**config.mk**
```make
export PLATFORM = sky130hd
export DESIGN_NAME = fct_plane_mem
export DESIGN_NICKNAME = d
export VERILOG_FILES = /design/src/rtl/core/frustum_cull_test_core_assert.svh /design/src/rtl/core/fct_pkg.sv /design/src/rtl/core/fct_plane_mem.sv
export SDC_FILE = /design/constraint.sdc
export NUM_CORES = 1
export LEC_CHECK = 0
export ABC_AREA = 1
export ABC_CLOCK_PERIOD_IN_PS = 15100
export BUFFER_PORTS_ARGS = -buffer_cell sky130_fd_sc_hd__buf_4
export CAP_MARGIN = 10
export CELL_PAD_IN_SITES_DETAIL_PLACEMENT = 0
export CELL_PAD_IN_SITES_GLOBAL_PLACEMENT = 2
export CORE_UTILIZATION = 40
export DETAILED_ROUTE_END_ITERATION = 8
export GPL_TIMING_DRIVEN = 0
export HOLD_SLACK_MARGIN = 0.05
export PLACE_DENSITY_LB_ADDON = 0.1
export SLEW_MARGIN = 30
export SYNTH_ARGS = -nofsm -noshare
export SYNTH_HDL_FRONTEND = slang
export SYNTH_SLANG_ARGS = --single-unit
```
**constraint.sdc**
```tcl
create_clock -name clk -period 15.1 [get_ports clk]
set_input_delay 4.53 -clock clk [delete_from_list [all_inputs] [get_ports clk]]
set_output_delay 4.53 -clock clk [all_outputs]
set_load 0.02 [all_outputs]
```
**src/rtl/core/frustum_cull_test_core_assert.svh**
```systemverilog
// Assertion macros shared by the frustum cull test core
`ifndef FRUSTUM_CULL_TEST_CORE_ASSERT_SVH
`define FRUSTUM_CULL_TEST_CORE_ASSERT_SVH

// Check that cons holds in the same cycle as ante
`define FCT_ASSERT_SAME(lbl, ante, cons, msg) \
  lbl: assert property (@(posedge clk) disable iff (!rst_n) (ante) |-> (cons)) \
    else $error(msg);

// Check that cons holds in the cycle after ante
`define FCT_ASSERT_NEXT(lbl, ante, cons, msg) \
  lbl: assert property (@(posedge clk) disable iff (!rst_n) (ante) |=> (cons)) \
    else $error(msg);

`endif

```
**src/rtl/core/fct_pkg.sv**
```systemverilog
// Package: constants, codes and types of the frustum cull test core
`default_nettype none

package fct_pkg;

  // Plane store geometry
  localparam int NUM_PLANES = 6;
  localparam int PIDX_W     = (NUM_PLANES > 1) ? $clog2(NUM_PLANES) : 1;

  // Field widths
  localparam int CMD_W  = 3;
  localparam int IDX_W  = 3;
  localparam int DATA_W = 32;

  // Arithmetic widths: 32x32 products, 33-bit offset term, 68-bit sums
  localparam int PROD_W = 2 * DATA_W;
  localparam int DK_W   = DATA_W + 1;
  localparam int SUM_W  = PROD_W + 4;
  localparam int FRAC_W = 16;

  // Command codes
  localparam logic [CMD_W-1:0] CMD_LOAD   = 3'd0;
  localparam logic [CMD_W-1:0] CMD_POINT  = 3'd1;
  localparam logic [CMD_W-1:0] CMD_SPHERE = 3'd2;
  localparam logic [CMD_W-1:0] CMD_CUBE   = 3'd3;
  localparam logic [CMD_W-1:0] CMD_BOX    = 3'd4;

  // One plane: a*x + b*y + c*z + d
  typedef struct packed {
    logic signed [DATA_W-1:0] a;
    logic signed [DATA_W-1:0] b;
    logic signed [DATA_W-1:0] c;
    logic signed [DATA_W-1:0] d;
  } plane_t;

  // Plane store write request
  typedef struct packed {
    logic              en;
    logic [PIDX_W-1:0] addr;
    plane_t            plane;
  } plane_wr_t;

  // Operands of one test: centre, half extents (zero unless cube or box), radius
  typedef struct packed {
    logic signed [DATA_W-1:0] cx;
    logic signed [DATA_W-1:0] cy;
    logic signed [DATA_W-1:0] cz;
    logic signed [DATA_W-1:0] ex;
    logic signed [DATA_W-1:0] ey;
    logic signed [DATA_W-1:0] ez;
    logic signed [DATA_W-1:0] rad;
  } op_t;

  // Pipeline tag that travels with each plane read
  typedef struct packed {
    logic vld;
    logic last;
  } tag_t;

  // Per-plane outcome
  typedef struct packed {
    logic vld;
    logic last;
    logic neg;
  } dot_res_t;

endpackage

`default_nettype wire

```
**src/rtl/core/fct_plane_mem.sv**
```systemverilog
// Plane store: synchronous memory with registered read and per-entry valid bits
`default_nettype none

module fct_plane_mem import fct_pkg::*; (
  input  wire logic              clk,
  input  wire logic              rst_n,
  input  wire plane_wr_t         wr,
  input  wire logic              rd_en,
  input  wire logic [PIDX_W-1:0] rd_addr,
  output      plane_t            rd_data
);

  plane_t                mem_r [NUM_PLANES];
  logic [NUM_PLANES-1:0] vld_r;
  plane_t                rd_data_r;

  // Write an entry; the payload array has no reset
  always_ff @(posedge clk) begin
    if (wr.en) begin
      mem_r[wr.addr] <= wr.plane;
    end
  end

  // Mark written entries; reset makes every entry read as zero
  always_ff @(posedge clk) begin
    if (!rst_n) begin
      vld_r <= '0;
    end else if (wr.en) begin
      vld_r[wr.addr] <= 1'b1;
    end
  end

  // Register the read data; an unwritten entry reads as its reset value
  always_ff @(posedge clk) begin
    if (rd_en) begin
      rd_data_r <= vld_r[rd_addr] ? mem_r[rd_addr] : '0;
    end
  end

  assign rd_data = rd_data_r;

endmodule

`default_nettype wire

```
After elaboration in Yosys (flattened, before gate mapping). Memories as Yosys holds them, arrays and structs flattened. A register that Yosys moved wholly into a read port is not among the register bits. Index checks and enable logic that the tools add are counted.

Bits in registers: 6. Memory bits (writable): 768. Bits of input ports: 138. Output and inout bits: 128. Logic and storage cells: 14. Memories kept: 1.

Memories: mem_r (depth 6, width 128, read ports 1, clocked after memory_dff 1, write ports 1, RTL line fct_plane_mem.sv:13) `plane_t mem_r [NUM_PLANES];`.

$lt $le $gt $ge: 3. Multiplexer cells: 6. Bitwise logic cells: 1. Reductions and logical operators: 2.

Operator list (number): $lt A3 B4 Y1 const B (2); $or A6 B6 Y6 (1); $mux W1 (4); $bmux W1 S3 (1); $demux W1 S3 (1); $ge A3 B1 Y1 const B (1); $logic_and A1 B1 Y1 (1); $logic_not A1 Y1 (1).

Depth between registers and ports, before layout. Gate-level depths: netlist of the first run.

Word-level depth: 5. Depth in mapped cells: 12. Depth with buffers taken out: 8.

Worst setup path after synthesis of the first run. Ideal clock, no wire load.

Path kind: input -> register. Start: in wr[129] in the netlist's numbering. End: mem mem_r[1][0] in the netlist's numbering, enable pin. Library setup time: 0.776 ns. Arrival: 13.414 ns. Data required time: 14.324 ns. Path slack: 0.910 ns. Stages on the path: 1. Buffers on the path: 0. Cells stage by stage: nor3_1.

RTL lines: from (decl) (RTL line fct_plane_mem.sv:7) `input wire plane_wr_t wr,`; to (decl) (RTL line fct_plane_mem.sv:13).

No word-level cell before the write port.

Worst setup path after layout of the first run.
Start: in wr[128] in the netlist's numbering. End: mem mem_r[1][38] in the netlist's numbering, enable pin.

No word-level cell before the write port.

==> results of run 1 <==
power breakdown:
group / switching [mW] / internal (mW)
sequential: 0.0217 / 2.85
clock: 0.967 / 1.37
combinational: 0.289 / 0.137
flip-flops by register name, summed over array words and instances, names as in the netlist:
signal	cells
mem_r	768
rd_data	128
vld_r	6
area by class of cell:
type	count	area [sq um]	area share, %
antenna	5	12.5	0.0281
timing repair buffer	304	2650	5.95
buffer	156	773	1.74
tap	1243	1560	3.49
clock buffer	123	2650	5.96
clock inverter	55	449	1.01
inverter	658	2500	5.62
multi-input combinational	1695	6890	15.5
sequential	902	27000	60.7
kinds of logic after synthesis:
logic type	share of synthesized area (%)
AO/OA/AOI/OAI	1.78
AND/OR/NAND/NOR	16.7
flip-flops	72.8
buffers and inverters	8.73
through the flow:
stage	util (%)	instance area [sq um]	setup TNS, ns	instances
5_1_grt	48.5	44500	0	5136
3_5_place_dp	45.1	41400	0	4958
3_3_place_gp	44.3	40700	-1275.34	4917
6_report	48.5	44500	0	5141
2_1_floorplan	-	37100	0	3411
4_1_cts	48.5	44500	0	5136
per-layer routing:
layer	share of wire [%]	routed length, um
met1	43	42600
met2	49	47600
met3	5.4	5330
met4	2.5	2430
met5	0.10	100
worst min-delay path, stage by stage (launching register included):
cell,delay (ns)
dfxtp_1,0.30
inv_1,0.06
a21oi_1,0.06
layout by cell type, fill, tap and decap left out, types with 2 or more instances in the layout:
cell / synthesis / routed
a21oi_1: 4 / 4
buf_1: 15 / 15
buf_12: 0 / 2
buf_16: 0 / 16
buf_2: 57 / 57
buf_4: 4 / 285
buf_6: 13 / 17
bufinv_16: 0 / 8
clkbuf_1: 67 / 84
clkbuf_16: 0 / 103
clkbuf_2: 0 / 3
clkinv_1: 1 / 29
clkinv_2: 0 / 16
clkinvlp_4: 0 / 2
dfxtp_1: 6 / 6
diode_2: 0 / 5
edfxtp_1: 896 / 896
inv_1: 616 / 612
inv_2: 40 / 40
inv_8: 0 / 4
nand2_1: 1029 / 1029
nand2_2: 10 / 10
nand3_1: 258 / 258
nor2_1: 264 / 263
o21ai_0: 128 / 128
worst min path at each step:
stage                                  endpoint  cells past startpoint  slack (ns)                  start
after global placement    vld_r[4]$_SDFFE_PN0P_                      2        0.45  vld_r[4]$_SDFFE_PN0P_
after global routing      vld_r[3]$_SDFFE_PN0P_                      2        0.47  vld_r[3]$_SDFFE_PN0P_
after CTS                 vld_r[0]$_SDFFE_PN0P_                      2        0.46  vld_r[0]$_SDFFE_PN0P_
after detailed placement  vld_r[0]$_SDFFE_PN0P_                      2        0.45  vld_r[0]$_SDFFE_PN0P_
after floorplan           vld_r[0]$_SDFFE_PN0P_                      2        0.44  vld_r[0]$_SDFFE_PN0P_
final                     vld_r[0]$_SDFFE_PN0P_                      2        0.47  vld_r[0]$_SDFFE_PN0P_
==> flow_metrics.env, run 1 <==
export IMPL_synth_top_area_share_pct=72.4
export IMPL_power_density_mw_per_mm2=127
export IMPL_async_reset_ff_share_pct=0
export IMPL_drive_gt1_share_pct=14.6
export IMPL_viasPerCell=4.64
export IMPL_maxCapViolCount=0
export IMPL_yosysMostFrequentCell="nand2_1"
export IMPL_synthDistinctLibCells=19
export IMPL_ys_flop_type="edfxtp_1"
export IMPL_hold_buffers=0
export IMPL_clock_skew_ns=0.0155
export IMPL_cp_common_cell="buf_4"
export IMPL_antenna_found_initial=10
export IMPL_dpl_worst_slack_ns=8.08
export IMPL_clockBufferDepth=3
export IMPL_cp_num_buf_inv=8
export IMPL_area_growth_pct=19.8
export IMPL_hold_path_class="flip-flop to flip-flop"
export IMPL_setup_viol=0
export IMPL_setup_worst_path_class="input port to flip-flop"
export IMPL_worst_hold_slack_ns=0.468
export IMPL_reg2reg_setup_slack_ns=13.53
export IMPL_hold_viol=0
export IMPL_dieHeight_um=307
export IMPL_num_rows=111
export IMPL_cp_required_ns=15.46
export IMPL_drc_errors=0
export IMPL_ys_ff_latch=902
export IMPL_max_freq_mhz=159
export IMPL_critPathCaptureType="flip-flop"
export IMPL_die_area_sq_mm=0.0941
export IMPL_wl_per_cell_um=19.1
export IMPL_worstPathCellList="buf_4 > nand2_1 > nor3_2 > buf_4 > buf_6 > buf_4 > buf_4 > buf_4 > buf_4 > buf_4"
export IMPL_grt_pass1_vias=24000
export IMPL_num_io_pins=266
export IMPL_start_kind="input port"
export IMPL_grt_overflow_total=0
export IMPL_cts_sinks=902
export IMPL_power_total_mw=5.64
export IMPL_coreArea_sq_mm=0.0918
export IMPL_post_cts_buffers=0
export IMPL_ys_seq_area_share_pct=72.8
export IMPL_hpwl_um=61800
export IMPL_cpPeakStageDelay_ns=0.48
export IMPL_use_met2_pct=35.6
export IMPL_cts_tree="built"
export IMPL_cts_resized=0
export IMPL_arrival_ns=6.66
export IMPL_dr_pass1_iters=7
export IMPL_finalCritPeriodShare_pct=41.7
export IMPL_power_leakage_nw=19.6
export IMPL_reg2reg_depth=10
export IMPL_max_vdd_ir_drop_v=0.000102
export IMPL_grt_max_degree=70
export IMPL_setup_slack_ns=8.80
export IMPL_start_util_pct=40.5
export IMPL_synth_top_area_cell="edfxtp_1"
export IMPL_fin_nets=3954
export IMPL_path_depth=10
export IMPL_h_tree_depth=3
export IMPL_synth_area_sq_mm=0.0371
export IMPL_drtIter0Drc=1407
export IMPL_slowest_stage="nor3_2"
export IMPL_clk_pin_slew_ns=0.06
export IMPL_rr_startpoint="vld_r[1]$_SDFFE_PN0P_"
export IMPL_detail_route_antenna_nets=0
export IMPL_critPathTopFamily="buffers and inverters"
export IMPL_globalRouteMet1Util_pct=26.9
export IMPL_fillerInstances=8324
export IMPL_rsz0062_at_grt="no"
export IMPL_crit_end="mem_r[1][38]$_DFFE_PP_"
export IMPL_path_max_fanout=7
export IMPL_synth_area_top_cells="edfxtp_1 72%, nand2_1 10%, inv_1 6.2%, nand3_1 3.5%, nor2_1 2.7%"
export IMPL_globalRouteMet3Util_pct=4.07
export IMPL_syn_inst=3411
export IMPL_portBuffers=263
export IMPL_syn_avg_cell_area_sq_um=10.9
export IMPL_drv_slew=0
export IMPL_grt_busiest_layer="met2"
export IMPL_yosysWarningCount=0
export IMPL_gp_congestion=0.743
export IMPL_synth_edf_count=896
export IMPL_r2r_end="rd_data[15]$_SDFFCE_PN0P_"
export IMPL_ys_top_cells_by_count="1029 x nand2_1, 896 x edfxtp_1, 616 x inv_1"
export IMPL_worstMarginPinSlew_ns=0.858
export IMPL_die_x_um=307
export IMPL_finalCriticalPeriod_ns=6.30
export IMPL_status="complete, no violations"
export IMPL_cts_inserted_buffers=99
export IMPL_wirelength_um=98100
export IMPL_grtUsageTotal_pct=20.9
export IMPL_synth_nets=3549
export IMPL_grt_pass1_wl_um=145000
export IMPL_vias=23900
export IMPL_crit_path_start="wr[128]"
export IMPL_relSlewSlack_pct=42.8
export IMPL_insertion_delay_ns=0.66
export IMPL_cts_root_buf="clkbuf_16"
Note: power is estimated with default switching activity, not from simulation.
==> inputs of run 2 (changes only) <==
ABC_CLOCK_PERIOD_IN_PS = 5700   (was 15100)
CORE_UTILIZATION = 36   (was 40)
clock period = 5.7 ns   (was 15.1 ns; I/O delays follow)
==> run 2 against run 1 <==
Effect of this change:
- sequential cell count did not move
- worst setup slack got worse by 6.4 ns
- first-iteration DRC count fell by 0.78%
- routed wire length rose by 5.1%
- utilization fell by 4.7 points
==> flow_metrics.env, run 2 (synthesis gave the netlist of run 1 again) <==
export IMPL_p_comb_share_pct=7.7
export IMPL_fin_nets=3952
export IMPL_drtIter0Drc=1396
export IMPL_power_leakage_nw=19.6
export IMPL_setup_viol=0
export IMPL_cts_resized=0
export IMPL_status="complete, no violations"
export IMPL_power_frac_clock_pct=41.5
export IMPL_start_kind="input port"
export IMPL_viasPerCell=4.54
export IMPL_gp_congestion=0.740
export IMPL_rsz0062_at_grt="no"
export IMPL_grtUsageTotal_pct=19.9
export IMPL_finalCriticalPeriod_ns=3.29
export IMPL_swShare_pct=23.2
export IMPL_wirelength_um=103000
export IMPL_dieHeight_um=323
export IMPL_hp_start="vld_r[5]$_SDFFE_PN0P_"
export IMPL_relSlewSlack_pct=46.5
export IMPL_wl_per_cell_um=19.6
export IMPL_layout_commonest_cell="nand2_1"
export IMPL_critPathCaptureType="flip-flop"
export IMPL_arrival_ns=3.66
export IMPL_largest_reg_flops=768
export IMPL_coreArea_sq_mm=0.102
export IMPL_layout_cells_non_filler=5265
export IMPL_final_area_sq_mm=0.0447
export IMPL_switchingPower_mw=3.46
export IMPL_max_vdd_ir_drop_v=0.000191
export IMPL_h_tree_depth=3
export IMPL_postPlaceCellArea_sq_mm=0.0416
export IMPL_start_util_pct=36.4
export IMPL_cts_sinks=902
export IMPL_drv_slew=0
export IMPL_maxCapViolCount=0
export IMPL_rr_startpoint="vld_r[1]$_SDFFE_PN0P_"
export IMPL_regMostFlops="mem_r"
export IMPL_vias=23900
export IMPL_setup_slack_ns=2.41
export IMPL_grt_pass1_vias=24600
export IMPL_crit_path_start="wr[128]"
export IMPL_finalCritPeriodShare_pct=57.7
export IMPL_clk_pin_slew_ns=0.06
export IMPL_hold_viol=0
export IMPL_die_area_sq_mm=0.104
export IMPL_cts_root_buf="clkbuf_16"
export IMPL_hold_path_class="flip-flop to flip-flop"
export IMPL_antenna_found_initial=15
export IMPL_fillerInstances=9593
export IMPL_cp_common_cell="buf_6"
export IMPL_final_cell_mix="1029 x nand2_1, 896 x edfxtp_1, 612 x inv_1"
export IMPL_critPathTopFamily="buffers and inverters"
export IMPL_drc_errors=0
export IMPL_p_int_mw=11.5
export IMPL_cpPeakStageDelay_ns=0.65
export IMPL_insertion_delay_ns=0.67
export IMPL_dp_cells=5076
export IMPL_cts_tree="built"
export IMPL_seqPwrFrac_pct=50.9
export IMPL_hold_buffers=0
export IMPL_clock_skew_ns=0.0187
export IMPL_slowest_stage="nor3_4"
export IMPL_die_x_um=323
export IMPL_grt_overflow_total=0
export IMPL_cp_num_buf_inv=6
export IMPL_path_max_fanout=12
export IMPL_area_growth_pct=20.3
export IMPL_max_freq_mhz=304
export IMPL_setup_worst_path_class="input port to flip-flop"
export IMPL_cp_required_ns=6.07
export IMPL_power_total_mw=15.0
export IMPL_dr_pass1_iters=5
export IMPL_portBuffers=263
export IMPL_power_density_mw_per_mm2=335
export IMPL_dpl_worst_slack_ns=1.66
export IMPL_num_rows=117
export IMPL_worstMarginPinSlew_ns=0.802
export IMPL_worstPathCellList="buf_4 > nand2_1 > nor3_4 > buf_6 > buf_6 > buf_8 > buf_6 > buf_6"
export IMPL_post_cts_buffers=0
export IMPL_hpwl_um=64900
export IMPL_detail_route_antenna_nets=0
export IMPL_grt_max_degree=69
export IMPL_drive_gt1_share_pct=14.7
export IMPL_grt_pass1_wl_um=152000
export IMPL_clockBufferDepth=3
export IMPL_num_io_pins=266
export IMPL_cts_inserted_buffers=104
run 2: cell count changes in the layout (fill, tap and decap cells not counted), moves of 3 or more:
cell       previous run  this run
bufinv_16             8         5
inv_6                 1         4
buf_4               285       266
buf_6                17        26
clkinv_2             16        23
buf_8                 1         4
clkinv_1             29        25
run 2: power groups by stage:
stage | clock network (mW) | registers, mW | logic, mW
finish | 6.20 | 7.62 | 1.14
global route | 6.62 | 7.63 | 1.28
CTS | 6.38 | 7.62 | 1.18
detailed placement | 0 | 7.75 | 1.17
global placement | 0 | 7.78 | 1.12
floorplan | 0 | 7.83 | 0.516
run 2: cell type report:
cell class	instances	area [sq um]	area share (%)
Buffer	156	773	1.73
Clock inverter	59	413	0.924
Clock buffer	127	2710	6.06
Sequential cell	902	27000	60.5
Multi-Input combinational cell	1695	6900	15.4
Antenna cell	3	7.51	0.0168
Timing Repair Buffer	297	2660	5.95
Inverter	658	2500	5.60
Tap cell	1368	1710	3.83
run 2: path summary, 6_finish.rpt:
kind | to | slack (ns) | cells after the start
worst max-delay path | mem_r[1][42]$_DFFE_PP_ | 2.41 | 8
worst min-delay path | vld_r[5]$_SDFFE_PN0P_ | 0.48 | 2
worst max register to register | rd_data[119]$_SDFFCE_PN0P_ | 4.12 | 10
worst min register to register | vld_r[5]$_SDFFE_PN0P_ | 0.48 | 2
run 2: routing by layer:
metal / track usage (%) / part of all wire [%] / wire length [um] / up-vias
met5: 0 / 0.12 / 120 / -
met1: 25.4 / 43 / 44200 / 11500
met4: 6.12 / 2.4 / 2510 / 20
li1: - / - / - / 11700
met3: 3.94 / 5.7 / 5880 / 176
met2: 34.0 / 49 / 50300 / 552
run 2: metrics by stage:
stage	utilization, %	TNS, ns	hold slack [ns]
6_report	43.8	0	0.478
5_1_grt	43.8	0	0.512
4_1_cts	43.8	0	0.477
3_5_place_dp	40.7	0	0.463
3_3_place_gp	40.0	-2143.97	0.455
2_1_floorplan	-	0	0.435
run 2: worst min-delay path: cells and delay by family, from the launching register on:
kind / cells / cell delay (ns)
and+or+nand+nor: 2 / 0.12
DFF: 1 / 0.33
==> inputs of run 3 (changes only) <==
ABC_CLOCK_PERIOD_IN_PS = 2800   (was 5700)
clock period = 2.8 ns   (was 5.7 ns; I/O delays follow)
==> run 3 against run 2 <==
Effect of this change:
- die area unchanged
- first-iteration DRC count down 2.0%
- non-clock buffer count up 21
- via count down 0.25%
- clock-buffer cell count up 1
- critical endpoint is now rd_data[110]$_SDFFCE_PN0P_
- highest routed layer unchanged
- largest cell class unchanged
- sequential share of layout area down 0.77 points
- worst setup slack worse by 1.9 ns
- final cell count up 0.27%
- combinational power up 110%
- routed wire length down 0.70%
==> flow_metrics.env, run 3 (synthesis gave the netlist of run 1 again) <==
export IMPL_start_kind="input port"
export IMPL_cts_sinks=902
export IMPL_insertion_delay_ns=0.66
export IMPL_reg2reg_setup_slack_ns=1.22
export IMPL_clk_pin_slew_ns=0.06
export IMPL_regMostFlops="mem_r"
export IMPL_drive_gt1_share_pct=15.1
export IMPL_postPlaceCellArea_sq_mm=0.0422
export IMPL_num_io_pins=266
export IMPL_detail_route_antenna_nets=0
export IMPL_power_total_mw=30.5
export IMPL_cts_inserted_buffers=101
export IMPL_relSlewSlack_pct=42.3
export IMPL_finalCritPeriodShare_pct=81.9
export IMPL_grt_pass1_vias=24600
export IMPL_largest_reg_flops=768
export IMPL_hold_buffers=0
export IMPL_grtUsageTotal_pct=19.8
export IMPL_dieHeight_um=323
export IMPL_wl_per_cell_um=19.4
export IMPL_worstMarginPinSlew_ns=0.865
export IMPL_cts_resized=0
export IMPL_critPathCaptureType="flip-flop"
export IMPL_num_rows=117
export IMPL_grt_pass1_wl_um=152000
export IMPL_portBuffers=263
export IMPL_gp_congestion=0.760
export IMPL_die_x_um=323
export IMPL_drc_errors=0
export IMPL_wirelength_um=102000
export IMPL_post_cts_buffers=0
export IMPL_path_max_fanout=10
export IMPL_cpPeakStageDelay_ns=0.63
export IMPL_power_leakage_nw=19.8
export IMPL_slowest_stage="clkbuf_1"
export IMPL_h_tree_depth=3
export IMPL_cts_root_buf="clkbuf_16"
export IMPL_status="complete, no violations"
export IMPL_hold_viol=0
export IMPL_viasPerCell=4.52
export IMPL_die_area_sq_mm=0.104
export IMPL_rsz0062_at_grt="no"
export IMPL_max_vdd_ir_drop_v=0.000454
export IMPL_drv_slew=0
export IMPL_finalCriticalPeriod_ns=2.29
export IMPL_arrival_ns=2.71
export IMPL_clock_skew_ns=0.0174
export IMPL_setup_viol=0
export IMPL_final_cell_mix="1023 x nand2_1, 896 x edfxtp_1, 609 x inv_1"
export IMPL_cp_common_cell="nand2_1"
export IMPL_hpwl_um=67400
export IMPL_dpl_worst_slack_ns=-0.231
export IMPL_grt_max_degree=70
export IMPL_power_density_mw_per_mm2=673
export IMPL_max_freq_mhz=436
export IMPL_cp_num_buf_inv=4
export IMPL_hold_path_class="input port to flip-flop"
export IMPL_antenna_found_initial=12
export IMPL_drtIter0Drc=1368
export IMPL_final_area_sq_mm=0.0453
export IMPL_setup_worst_path_class="input port to flip-flop"
export IMPL_dr_pass1_iters=6
export IMPL_critPathTopFamily="buffers and inverters"
export IMPL_coreArea_sq_mm=0.102
export IMPL_area_growth_pct=21.9
export IMPL_setup_slack_ns=0.508
export IMPL_vias=23900
export IMPL_clockBufferDepth=3
export IMPL_worstPathCellList="buf_2 > buf_2 > clkbuf_1 > nand2_1 > nand3_1 > nand2_1 > nand2_1 > nand2_1 > nand2_1 > inv_1"
export IMPL_layout_commonest_cell="nand2_1"
export IMPL_grt_overflow_total=0
export IMPL_start_util_pct=36.4
export IMPL_fin_nets=3970
export IMPL_cts_tree="built"
export IMPL_maxCapViolCount=0
export IMPL_cp_required_ns=3.22
==> run 3: changes by cell type in the layout (fill, tap and decap cells not counted), moves of 3 or more <==
cell / before / now
buf_8: 4 / 8
buf_6: 26 / 21
buf_12: 1 / 12
inv_8: 4 / 0
nand2_2: 10 / 14
clkinv_1: 25 / 29
clkinv_2: 23 / 16
nand2_1: 1029 / 1023
inv_1: 612 / 609
inv_6: 4 / 0
buf_16: 17 / 28
==> run 3: where the power goes <==
part / internal, mW / total, mW / switching (mW)
registers: 15.4 / 15.5 / 0.119
logic: 0.783 / 2.37 / 1.59
clock network: 7.41 / 12.6 / 5.17
==> run 3: per-layer routing <==
| metal | track usage (%) | wire [um] | vias up |
|---|---|---|---|
| met5 | 0 | 105 | - |
| met4 | 5.22 | 1690 | 16 |
| met3 | 3.61 | 5010 | 116 |
| met2 | 34.6 | 51500 | 491 |
| met1 | 25.2 | 44000 | 11500 |
| li1 | - | - | 11700 |
==> run 3: per-stage QoR <==
| step | setup TNS [ns] | util (%) | hold slack (ns) | instances |
|---|---|---|---|---|
| 2_1_floorplan | -511.96 | - | 0.435 | 3411 |
| 3_3_place_gp | -2641.97 | 40.1 | 0.454 | 5042 |
| 3_5_place_dp | -14.06 | 41.3 | 0.457 | 5097 |
| 4_1_cts | 0 | 44.4 | 0.334 | 5276 |
| 5_1_grt | 0 | 44.4 | 0.360 | 5278 |
| 6_report | 0 | 44.4 | 0.393 | 5279 |
==> run 3: area by class of cell <==
cell class	instances	area, sq um
inverters	658	2520
plain buffers	156	773
flip-flops and latches	902	27000
well taps	1368	1710
clock buffers	128	2710
multi-input cells	1695	6950
diodes	3	7.51
clock inverters	51	395
repair buffers	318	3190
fillers	9459	56800
==> run 3: worst paths after layout <==
kind,start,end,cells past startpoint
hold reg to reg,vld_r[0]$_SDFFE_PN0P_,vld_r[0]$_SDFFE_PN0P_,2
setup / recovery,rd_addr[1],rd_data[110]$_SDFFCE_PN0P_,10
setup reg to reg,vld_r[1]$_SDFFE_PN0P_,rd_data[78]$_SDFFCE_PN0P_,10
hold / removal,wr[127],mem_r[0][127]$_DFFE_PP_,1
